[config.mk]
export PLATFORM = sky130hd
export DESIGN_NAME = xml_character_escaper_core_flat
export DESIGN_NICKNAME = d
export VERILOG_FILES = /design/src/xce_pkg.sv /design/src/xce_req_if.sv /design/src/xce_rsp_if.sv /design/src/xce_front.sv /design/src/xce_queue.sv /design/src/xce_back.sv /design/src/xml_character_escaper_core.sv /design/src/flat_wrapper.sv
export SDC_FILE = /design/constraint.sdc
export NUM_CORES = 1
export LEC_CHECK = 0
export BUFFER_PORTS_ARGS = -buffer_cell sky130_fd_sc_hd__buf_2
export CORE_MARGIN = 3
export CORE_UTILIZATION = 55
export CTS_CLUSTER_DIAMETER = 40
export DETAILED_ROUTE_END_ITERATION = 16
export PLACE_DENSITY_LB_ADDON = 0.12
export REMOVE_ABC_BUFFERS = 1
export SYNTH_ARGS = -nofsm -noshare
export SYNTH_HDL_FRONTEND = slang
export SYNTH_SLANG_ARGS = --single-unit
[constraint.sdc]
create_clock -name clock -period 9.7 [get_ports clock]
set_clock_uncertainty 0.05 [all_clocks]
set_input_delay 2.425 -clock clock [delete_from_list [all_inputs] [get_ports clock]]
set_output_delay 2.425 -clock clock [all_outputs]
set_load 0.01 [all_outputs]
[src/xce_pkg.sv]
package xce_pkg;

   localparam int CODE_W      = 16;
   localparam int CHAR_W      = 7;
   localparam int POS_W       = 3;
   // must be a power of two, pointers wrap naturally
   localparam int QUEUE_DEPTH = 2;
   localparam int QPTR_W      = $clog2(QUEUE_DEPTH);
   localparam int QCNT_W      = $clog2(QUEUE_DEPTH + 1);

   // ascii codes
   localparam logic [CHAR_W-1:0] CHR_AMP   = 7'h26;
   localparam logic [CHAR_W-1:0] CHR_HASH  = 7'h23;
   localparam logic [CHAR_W-1:0] CHR_SEMI  = 7'h3b;
   localparam logic [CHAR_W-1:0] CHR_LT    = 7'h3c;
   localparam logic [CHAR_W-1:0] CHR_GT    = 7'h3e;
   localparam logic [CHAR_W-1:0] CHR_QUOT  = 7'h22;
   localparam logic [CHAR_W-1:0] CHR_APOS  = 7'h27;
   localparam logic [CHAR_W-1:0] CHR_BIGU  = 7'h55;
   localparam logic [CHAR_W-1:0] CHR_PLUS  = 7'h2b;
   localparam logic [CHAR_W-1:0] CHR_ZERO  = 7'h30;
   localparam logic [CHAR_W-1:0] CHR_LOWA  = 7'h61;
   localparam logic [CHAR_W-1:0] CHR_SPACE = 7'h20;
   localparam logic [CHAR_W-1:0] CHR_TILDE = 7'h7e;
   localparam logic [CHAR_W-1:0] CHR_DEL   = 7'h7f;
   localparam logic [CHAR_W-1:0] CHR_L     = 7'h6c;
   localparam logic [CHAR_W-1:0] CHR_G     = 7'h67;
   localparam logic [CHAR_W-1:0] CHR_T     = 7'h74;
   localparam logic [CHAR_W-1:0] CHR_A     = 7'h61;
   localparam logic [CHAR_W-1:0] CHR_M     = 7'h6d;
   localparam logic [CHAR_W-1:0] CHR_P     = 7'h70;
   localparam logic [CHAR_W-1:0] CHR_Q     = 7'h71;
   localparam logic [CHAR_W-1:0] CHR_UU    = 7'h75;
   localparam logic [CHAR_W-1:0] CHR_O     = 7'h6f;
   localparam logic [CHAR_W-1:0] CHR_S     = 7'h73;

   // code unit ranges
   localparam logic [CODE_W-1:0] CU_TAB     = 16'h0009;
   localparam logic [CODE_W-1:0] CU_LF      = 16'h000a;
   localparam logic [CODE_W-1:0] CU_CR      = 16'h000d;
   localparam logic [CODE_W-1:0] CU_DEC_HI1 = 16'hd7ff;
   localparam logic [CODE_W-1:0] CU_DEC_LO2 = 16'he000;
   localparam logic [CODE_W-1:0] CU_DEC_HI2 = 16'hfffd;

   typedef enum logic [2:0] {
      KIND_PLAIN,
      KIND_LT,
      KIND_GT,
      KIND_AMP,
      KIND_QUOT,
      KIND_APOS,
      KIND_DEC,
      KIND_HEX
   } kind_type;

   typedef struct packed {
      kind_type            kind;
      logic [CODE_W-1:0]   code_unit;
      logic [POS_W-1:0]    last_pos;
      logic [POS_W-1:0]    ndig;
   } item_type;

   function automatic logic [CHAR_W-1:0] hex_char(input logic [3:0] nib);
      logic [CHAR_W-1:0] c;
      if (nib < 4'd10) begin
         c = CHR_ZERO + CHAR_W'(nib);
      end else begin
         c = CHR_LOWA + CHAR_W'(nib - 4'd10);
      end
      return c;
   endfunction

   function automatic logic [16:0] pow10(input logic [POS_W-1:0] k);
      logic [16:0] p;
      case (k)
         3'd0:    p = 17'd1;
         3'd1:    p = 17'd10;
         3'd2:    p = 17'd100;
         3'd3:    p = 17'd1000;
         default: p = 17'd10000;
      endcase
      return p;
   endfunction

   // text of the named entities, position 0 is the ampersand
   function automatic logic [CHAR_W-1:0] entity_char(input kind_type k,
                                                     input logic [POS_W-1:0] pos);
      logic [CHAR_W-1:0] c;
      c = CHR_SEMI;
      if (pos == 3'd0) begin
         c = CHR_AMP;
      end else begin
         case (k)
            KIND_LT: begin
               case (pos)
                  3'd1:    c = CHR_L;
                  3'd2:    c = CHR_T;
                  default: c = CHR_SEMI;
               endcase
            end
            KIND_GT: begin
               case (pos)
                  3'd1:    c = CHR_G;
                  3'd2:    c = CHR_T;
                  default: c = CHR_SEMI;
               endcase
            end
            KIND_AMP: begin
               case (pos)
                  3'd1:    c = CHR_A;
                  3'd2:    c = CHR_M;
                  3'd3:    c = CHR_P;
                  default: c = CHR_SEMI;
               endcase
            end
            KIND_QUOT: begin
               case (pos)
                  3'd1:    c = CHR_Q;
                  3'd2:    c = CHR_UU;
                  3'd3:    c = CHR_O;
                  3'd4:    c = CHR_T;
                  default: c = CHR_SEMI;
               endcase
            end
            KIND_APOS: begin
               case (pos)
                  3'd1:    c = CHR_A;
                  3'd2:    c = CHR_P;
                  3'd3:    c = CHR_O;
                  3'd4:    c = CHR_S;
                  default: c = CHR_SEMI;
               endcase
            end
            default: c = CHR_SEMI;
         endcase
      end
      return c;
   endfunction

endpackage

[src/xce_req_if.sv]
interface xce_req_if;
   logic                          valid;
   logic                          ready;
   logic [xce_pkg::CODE_W-1:0]    code_unit;

   modport source (output valid, output code_unit, input ready);
   modport sink   (input valid, input code_unit, output ready);
endinterface

[src/xce_rsp_if.sv]
interface xce_rsp_if;
   logic                          valid;
   logic                          ready;
   logic [xce_pkg::CHAR_W-1:0]    out_char;
   logic                          run_last;

   modport source (output valid, output out_char, output run_last, input ready);
   modport sink   (input valid, input out_char, input run_last, output ready);
endinterface

[src/xce_front.sv]
module xce_front (
   xce_req_if.sink               req_bus,
   output logic                  push_valid,
   output xce_pkg::item_type     push_item,
   input  logic                  push_ready
);

   logic [xce_pkg::CODE_W-1:0] cu;
   logic                       printable;
   logic                       decimal;

   assign cu         = req_bus.code_unit;
   assign push_valid = req_bus.valid;
   assign req_bus.ready = push_ready;

   assign printable = (cu >= 16'd32) && (cu <= 16'd126);
   assign decimal   = (cu == xce_pkg::CU_TAB) || (cu == xce_pkg::CU_LF) ||
                      (cu == xce_pkg::CU_CR) ||
                      ((cu >= 16'd127) && (cu <= xce_pkg::CU_DEC_HI1)) ||
                      ((cu >= xce_pkg::CU_DEC_LO2) && (cu <= xce_pkg::CU_DEC_HI2));

   always_comb begin
      push_item.code_unit = cu;
      push_item.ndig      = 3'd5;
      if (cu < 16'd10) begin
         push_item.ndig = 3'd1;
      end else if (cu < 16'd100) begin
         push_item.ndig = 3'd2;
      end else if (cu < 16'd1000) begin
         push_item.ndig = 3'd3;
      end else if (cu < 16'd10000) begin
         push_item.ndig = 3'd4;
      end
      if (printable) begin
         case (cu[xce_pkg::CHAR_W-1:0])
            xce_pkg::CHR_LT: begin
               push_item.kind     = xce_pkg::KIND_LT;
               push_item.last_pos = 3'd3;
            end
            xce_pkg::CHR_GT: begin
               push_item.kind     = xce_pkg::KIND_GT;
               push_item.last_pos = 3'd3;
            end
            xce_pkg::CHR_AMP: begin
               push_item.kind     = xce_pkg::KIND_AMP;
               push_item.last_pos = 3'd4;
            end
            xce_pkg::CHR_QUOT: begin
               push_item.kind     = xce_pkg::KIND_QUOT;
               push_item.last_pos = 3'd5;
            end
            xce_pkg::CHR_APOS: begin
               push_item.kind     = xce_pkg::KIND_APOS;
               push_item.last_pos = 3'd5;
            end
            default: begin
               push_item.kind     = xce_pkg::KIND_PLAIN;
               push_item.last_pos = 3'd0;
            end
         endcase
      end else if (decimal) begin
         // & # digits ;
         push_item.kind     = xce_pkg::KIND_DEC;
         push_item.last_pos = push_item.ndig + 3'd2;
      end else begin
         push_item.kind     = xce_pkg::KIND_HEX;
         push_item.last_pos = 3'd5;
      end
   end

endmodule

[src/xce_queue.sv]
module xce_queue (
   input  logic                  clock,
   input  logic                  reset,
   input  logic                  push_valid,
   input  xce_pkg::item_type     push_item,
   output logic                  push_ready,
   output logic                  pop_valid,
   output xce_pkg::item_type     pop_item,
   input  logic                  pop_ready
);

   xce_pkg::item_type                mem_ff [xce_pkg::QUEUE_DEPTH];
   logic [xce_pkg::QPTR_W-1:0]       wr_ptr_ff, wr_ptr_in;
   logic [xce_pkg::QPTR_W-1:0]       rd_ptr_ff, rd_ptr_in;
   logic [xce_pkg::QCNT_W-1:0]       count_ff, count_in;
   logic                             do_push, do_pop;

   assign push_ready = (count_ff != xce_pkg::QCNT_W'(xce_pkg::QUEUE_DEPTH));
   assign pop_valid  = (count_ff != '0);
   assign pop_item   = mem_ff[rd_ptr_ff];
   assign do_push    = push_valid && push_ready;
   assign do_pop     = pop_valid && pop_ready;

   always_comb begin
      wr_ptr_in = do_push ? wr_ptr_ff + 1'b1 : wr_ptr_ff;
      rd_ptr_in = do_pop ? rd_ptr_ff + 1'b1 : rd_ptr_ff;
      count_in  = count_ff;
      if (do_push && !do_pop) begin
         count_in = count_ff + 1'b1;
      end else if (do_pop && !do_push) begin
         count_in = count_ff - 1'b1;
      end
   end

   always_ff @(posedge clock) begin
      if (reset) begin
         wr_ptr_ff <= '0;
         rd_ptr_ff <= '0;
         count_ff  <= '0;
      end else begin
         wr_ptr_ff <= wr_ptr_in;
         rd_ptr_ff <= rd_ptr_in;
         count_ff  <= count_in;
      end
   end

   always_ff @(posedge clock) begin
      if (do_push) begin
         mem_ff[wr_ptr_ff] <= push_item;
      end
   end

endmodule

[src/xce_back.sv]
module xce_back (
   input  logic                  clock,
   input  logic                  reset,
   input  logic                  head_valid,
   input  xce_pkg::item_type     head_item,
   output logic                  head_pop,
   xce_rsp_if.source             rsp_bus
);

   logic [xce_pkg::POS_W-1:0]    pos_ff, pos_in;
   logic [xce_pkg::CODE_W-1:0]   rem_ff, rem_in;
   logic                         rsp_valid_ff, rsp_valid_in;
   logic [xce_pkg::CHAR_W-1:0]   char_ff, char_in;
   logic                         last_ff, last_in;

   logic                         out_free, fire, is_last;
   logic [xce_pkg::POS_W-1:0]    k;
   logic [16:0]                  pw, thr, sub;
   logic [3:0]                   digit;
   logic [3:0]                   nib;

   assign rsp_bus.valid    = rsp_valid_ff;
   assign rsp_bus.out_char = char_ff;
   assign rsp_bus.run_last = last_ff;

   assign out_free = !rsp_valid_ff || rsp_bus.ready;
   assign fire     = head_valid && out_free;
   assign is_last  = (pos_ff == head_item.last_pos);
   assign head_pop = fire && is_last;

   // one decimal digit per beat, most significant first
   always_comb begin
      k     = xce_pkg::POS_W'(head_item.ndig + 3'd1 - pos_ff);
      pw    = xce_pkg::pow10(k);
      digit = 4'd0;
      sub   = 17'd0;
      for (int d = 1; d <= 9; d++) begin
         thr = 17'(pw * 17'(d));
         if ({1'b0, rem_ff} >= thr) begin
            digit = 4'(d);
            sub   = thr;
         end
      end
   end

   always_comb begin
      case (pos_ff)
         3'd2:    nib = head_item.code_unit[15:12];
         3'd3:    nib = head_item.code_unit[11:8];
         3'd4:    nib = head_item.code_unit[7:4];
         default: nib = head_item.code_unit[3:0];
      endcase
   end

   always_comb begin
      case (head_item.kind)
         xce_pkg::KIND_PLAIN: char_in = head_item.code_unit[xce_pkg::CHAR_W-1:0];
         xce_pkg::KIND_DEC: begin
            if (pos_ff == 3'd0) begin
               char_in = xce_pkg::CHR_AMP;
            end else if (pos_ff == 3'd1) begin
               char_in = xce_pkg::CHR_HASH;
            end else if (is_last) begin
               char_in = xce_pkg::CHR_SEMI;
            end else begin
               char_in = xce_pkg::CHR_ZERO + xce_pkg::CHAR_W'(digit);
            end
         end
         xce_pkg::KIND_HEX: begin
            if (pos_ff == 3'd0) begin
               char_in = xce_pkg::CHR_BIGU;
            end else if (pos_ff == 3'd1) begin
               char_in = xce_pkg::CHR_PLUS;
            end else begin
               char_in = xce_pkg::hex_char(nib);
            end
         end
         default: char_in = xce_pkg::entity_char(head_item.kind, pos_ff);
      endcase
   end

   always_comb begin
      rsp_valid_in = rsp_valid_ff;
      last_in      = last_ff;
      pos_in       = pos_ff;
      rem_in       = rem_ff;
      if (fire) begin
         rsp_valid_in = 1'b1;
         last_in      = is_last;
         pos_in       = is_last ? '0 : pos_ff + 3'd1;
         if (head_item.kind == xce_pkg::KIND_DEC) begin
            if (pos_ff == 3'd1) begin
               rem_in = head_item.code_unit;
            end else if ((pos_ff >= 3'd2) && !is_last) begin
               rem_in = rem_ff - sub[xce_pkg::CODE_W-1:0];
            end
         end
      end else if (rsp_bus.ready) begin
         rsp_valid_in = 1'b0;
      end
   end

   always_ff @(posedge clock) begin
      if (reset) begin
         rsp_valid_ff <= 1'b0;
         pos_ff       <= '0;
      end else begin
         rsp_valid_ff <= rsp_valid_in;
         pos_ff       <= pos_in;
      end
   end

   always_ff @(posedge clock) begin
      rem_ff <= rem_in;
      if (fire) begin
         char_ff <= char_in;
      end
      last_ff <= last_in;
   end

endmodule

[src/xml_character_escaper_core.sv]
// xml character escaper: one 16-bit code unit in per req beat, its escaped text out as a
// run of 1 to 8 ascii characters, one per rsp beat, run_last set on the final one.
// printable ascii passes as one beat, < > & " ' become named entities (4 to 6 beats),
// tab, lf, cr, 127..0xd7ff and 0xe000..0xfffd become &#N; (4 to 8 beats) and everything
// else becomes U+ and four lower-case hex digits (6 beats). the result side emits one
// character per clock while rsp is ready, so plain text flows at one item per cycle when
// rsp does not stall; longer runs hold off req while the two-entry queue is full. the
// first character passes through the queue and then the output register.
// no state survives between items and reset needs no clearing pass.
module xml_character_escaper_core (
   input  logic          clock,
   input  logic          reset,
   xce_req_if.sink       req_bus,
   xce_rsp_if.source     rsp_bus
);

   // classified items from the front end into the queue
   logic                 push_valid;
   logic                 push_ready;
   xce_pkg::item_type    push_item;

   // head of the queue into the character sequencer
   logic                 head_valid;
   logic                 head_pop;
   xce_pkg::item_type    head_item;

   // front end: sorts each code unit into plain, entity, decimal or hex form and
   // works out the run length
   xce_front u_front (
      .req_bus    (req_bus),
      .push_valid (push_valid),
      .push_item  (push_item),
      .push_ready (push_ready)
   );

   // short queue decoupling classification from character generation
   xce_queue u_queue (
      .clock      (clock),
      .reset      (reset),
      .push_valid (push_valid),
      .push_item  (push_item),
      .push_ready (push_ready),
      .pop_valid  (head_valid),
      .pop_item   (head_item),
      .pop_ready  (head_pop)
   );

   // back end: walks the run one character per beat into the output register
   xce_back u_back (
      .clock      (clock),
      .reset      (reset),
      .head_valid (head_valid),
      .head_item  (head_item),
      .head_pop   (head_pop),
      .rsp_bus    (rsp_bus)
   );

endmodule

[src/flat_wrapper.sv]
// flat-port wrapper written by rule: the top's interface ports become plain ports
module xml_character_escaper_core_flat 
  (clock, reset, req_bus_valid, req_bus_code_unit, req_bus_ready, rsp_bus_valid, rsp_bus_out_char, rsp_bus_run_last, rsp_bus_ready);
  xce_req_if req_bus_i ();
  xce_rsp_if rsp_bus_i ();
  input  logic clock;
  input  logic reset;
  input wire logic [$bits(req_bus_i.valid)-1:0] req_bus_valid;
  input wire logic [$bits(req_bus_i.code_unit)-1:0] req_bus_code_unit;
  output wire logic [$bits(req_bus_i.ready)-1:0] req_bus_ready;
  output wire logic [$bits(rsp_bus_i.valid)-1:0] rsp_bus_valid;
  output wire logic [$bits(rsp_bus_i.out_char)-1:0] rsp_bus_out_char;
  output wire logic [$bits(rsp_bus_i.run_last)-1:0] rsp_bus_run_last;
  input wire logic [$bits(rsp_bus_i.ready)-1:0] rsp_bus_ready;
  assign req_bus_i.valid = req_bus_valid;
  assign req_bus_i.code_unit = req_bus_code_unit;
  assign req_bus_ready = req_bus_i.ready;
  assign rsp_bus_valid = rsp_bus_i.valid;
  assign rsp_bus_out_char = rsp_bus_i.out_char;
  assign rsp_bus_run_last = rsp_bus_i.run_last;
  assign rsp_bus_i.ready = rsp_bus_ready;
  xml_character_escaper_core u_core (.clock(clock), .reset(reset), .req_bus(req_bus_i), .rsp_bus(rsp_bus_i));
endmodule
==> flow_summary.toml <==
[global_route]
antenna_found_initial = 0
grt_pass1_wl_um = 44500
grtUsageTotal_pct = 31.0
first_global_vias = 8078
grt_overflow_total = 0
grt_max_degree = 26

[cts]
tritoncts = "yes"
holdBufCountCts = 0
cts_resized = 0
cts_sinks = 83
cts_made_buffers = 9
cts_buffer_depth = 2
htree_levels = 3
clk_pin_slew_ns = 0.06
postCtsSetupRepairBufs = 0
clkLatencyLatePin_ns = 0.33
cts.root.buffer_cell = "clkbuf_16"

[place]
port_buffers = 29
dp_slack_ns = 0.639
gp_congestion = 1.05
hpwl_um = 22100

[sta]
fmax_mhz = 108
setup_slack_ns = 0.434
period_share_pct = 95.5
maxSlewHeadroom_pct = 23.5
post-route-min-period_ns = 9.27
hold_violations = 0
tightest_slew_ns = 1.15
rsz0062_at_grt = "no"
setup_viol_count_final = 0
drv_slew = 0

[finish]
layout.nets = 1256
syn_to_final_growth_pct = 7.69
antenna_cells = 0
drive_gt1_share_pct = 8.17

[synth]
synth.yosys.seq_area_share_pct = 26.0
ys_warn_count = 0
synth_compound_area_share_pct = 25.0
synth_ff_type = "edfxtp_1"
async_reset_ff_share_pct = 0
syn_inst = 1059
ys_types = 84
synth_area_um2 = 9250
synthSimpleGateAreaFrac_pct = 16.1
synthAdderAreaFrac_pct = 21.1
synth_mux_area_share_pct = 4.03
ys_ff_latch = 83
syn-mean-instance-area_um2 = 8.73
synth-edff-count = 74
synth_xor_area_share_pct = 3.71
synth_top_family_by_area = "compound AO/OA/AOI/OAI gates"

[worst_setup_path]
crit_type = "reg -> reg"
critPathArrivalTime_ns = 9.26
cp-start-kind = "register"
worst_path_most_repeated_cell = "ha_1"
crit_slowest_cell = "fa_1"
critPathCaptureType = "register"
cp_max_fo = 12
cpPeakStageDelay_ns = 0.57
cp_data_required_time_ns = 9.70

[route]
drt_iter0_markers = 1238
wl_per_cell_um = 21.9
wl_um = 28600
first_pass_iters = 7
final_antenna_net_count = 0
drc = 0
vias = 8648
via_per_inst = 6.62

[flow_run]
cap_violations = 0

[floorplanning]
num_io_pins = 30
initial_core_util_pct = 57.2
dieArea_um2 = 18400
core_area_um2 = 16200
rows = 46
die_w_um = 136
die_y_um = 136

[power_and_ir_drop]
pwr-share-seq_pct = 18.0
intPower_w = 0.00151
p_clk_share_pct = 11.1
power.total_w = 0.00296
p_comb_share_pct = 70.9
p_sw_share_pct = 49.0
ir_worst_vdd_v = 0.000142
switchingPower_w = 0.00145
leakagePower_nw = 4.06
power_density_nw_per_um2 = 297

[run_status]
status = "finished, final reports clean"

[worst_hold_path]
hold_class = "reg -> reg"
kinds of logic (layout without fill, tap and decap cells):
kind of cell / after synthesis / after routing
AOI/OAI and AO/OA: 347 / 347
DFF: 83 / 83
buffers and inverters: 95 / 123
other: 2 / 5
and+or+nand+nor: 309 / 309
muxes: 36 / 36
xor gates and xnor gates: 36 / 36
adders and majority gates: 151 / 151
registers in the layout (all words and copies together) (netlist names), named ones only:
signal                          count
u_core.u_queue.wr_ptr_ff            1
u_core.u_back.rem_ff               16
u_core.u_queue.mem_ff              50
u_core.u_back.rsp_bus.valid         1
u_core.u_queue.rd_ptr_ff            1
u_core.u_queue.count_ff             2
u_core.u_back.rsp_bus.out_char      7
u_core.u_back.pos_ff                3
u_core.u_back.rsp_bus.run_last      1
cells in the final DEF (no fill, tap or decap), types with 14 or more instances in the layout:
| master | instances |
|---|---|
| o21a_1 | 15 |
| nor2b_1 | 16 |
| inv_1 | 56 |
| nor3_1 | 26 |
| nand3_1 | 23 |
| o21ai_0 | 70 |
| o211ai_1 | 19 |
| nand4_1 | 17 |
| mux2i_1 | 26 |
| a21o_1 | 19 |
| xnor2_1 | 21 |
| edfxtp_1 | 74 |
| buf_4 | 17 |
| nand2_1 | 79 |
| nor2_1 | 89 |
| o22ai_1 | 14 |
| ha_1 | 143 |
| a21oi_1 | 92 |
| buf_2 | 29 |
final timing paths:
path / from / end / slack, ns / depth (start not counted)
worst max-delay path: register / u_core.u_back.rem_ff[13] / 0.43 / 35
worst min-delay path: u_core.u_back.rsp_bus.valid / u_core.u_back.rsp_bus.valid / 0.44 / 2
worst min register to register: u_core.u_back.rsp_bus.valid / u_core.u_back.rsp_bus.valid / 0.44 / 2
worst max register to register: register / u_core.u_back.rem_ff[13] / 0.43 / 35
through the flow:
stage / hold WS, ns / TNS [ns] / std cells / utilization (%) / instance area (um2)
detailed placement: 0.431 / 0 / 1290 / 59.8 / 9670
floorplan: 0.422 / -0.259 / 1028 / - / 9120
finish: 0.438 / 0 / 1306 / 61.6 / 9960
global placement: 0.429 / 0 / 1290 / 59.8 / 9670
global route: 0.488 / 0 / 1306 / 61.6 / 9960
CTS: 0.439 / 0 / 1306 / 61.6 / 9960
Yosys cell counts (5+ instances only):
library cell  count  area share, %
a2111oi_0         7           0.66
a211o_1           8           0.76
a211oi_1          7           0.57
a21o_1           19            1.5
a21oi_1          92            5.0
a221oi_1          5           0.47
a311oi_1          5           0.47
a31oi_1          12           0.81
and2_1            6           0.41
and3_1           12           0.81
buf_2             8           0.43
clkbuf_1         24           0.97
dfxtp_1           9            1.9
edfxtp_1         74             24
fa_1              8            1.7
ha_1            143             19
inv_1            56            2.3
mux2_2           10            1.2
mux2i_1          26            2.8
nand2_1          79            3.2
nand2b_1          5           0.34
nand3_1          23            1.2
nand4_1          17            1.2
nor2_1           90            3.7
nor2b_1          16            1.1
nor3_1           26            1.4
nor4_1            7           0.47
o2111ai_1         7           0.66
o211ai_1         19            1.5
o21a_1           15            1.2
o21ai_0          71            3.8
o221ai_1          9           0.85
o22ai_1          14           0.95
o31ai_1          10           0.81
or3_1            10           0.68
xnor2_1          21            2.0
xor2_1           13            1.2
power groups by stage:
stage | clock network [W] | registers (W) | logic, W
2_1_floorplan | 0 | 0.000520 | 0.00150
3_3_place_gp | 0 | 0.000537 | 0.00205
3_5_place_dp | 0 | 0.000538 | 0.00204
4_1_cts | 0.000332 | 0.000530 | 0.00206
5_1_grt | 0.000347 | 0.000535 | 0.00231
6_report | 0.000327 | 0.000532 | 0.00210
worst max-delay path: cells and delay by family (launching register included):
| kind | cells | cell delay (ns) |
|---|---|---|
| XOR/XNOR | 4 | 0.86 |
| adder cells (fa/ha/maj) | 6 | 2.04 |
| buffers and inverters | 3 | 0.53 |
| AO/OA/AOI/OAI | 13 | 3.02 |
| AND/OR/NAND/NOR | 8 | 1.72 |
| flip-flops | 1 | 0.39 |
| multiplexers | 1 | 0.36 |
per-layer routing:
metal	GRT usage [%]	vias up	share of wire, %
met4	12.7	0	4.9
met1	38.5	4006	40
met3	3.94	112	6.9
met5	0	-	0
met2	54.6	413	48
li1	-	4117	-
cell type report:
cell class	instances	area, um2
clock buffer	11	233
clock inverter	5	55.1
inverter	61	231
tap	216	270
timing repair buffer	46	273
sequential	83	2400
fill	1471	6210
multi-input combinational	884	6490
Note: power is estimated with default switching activity, not from simulation.
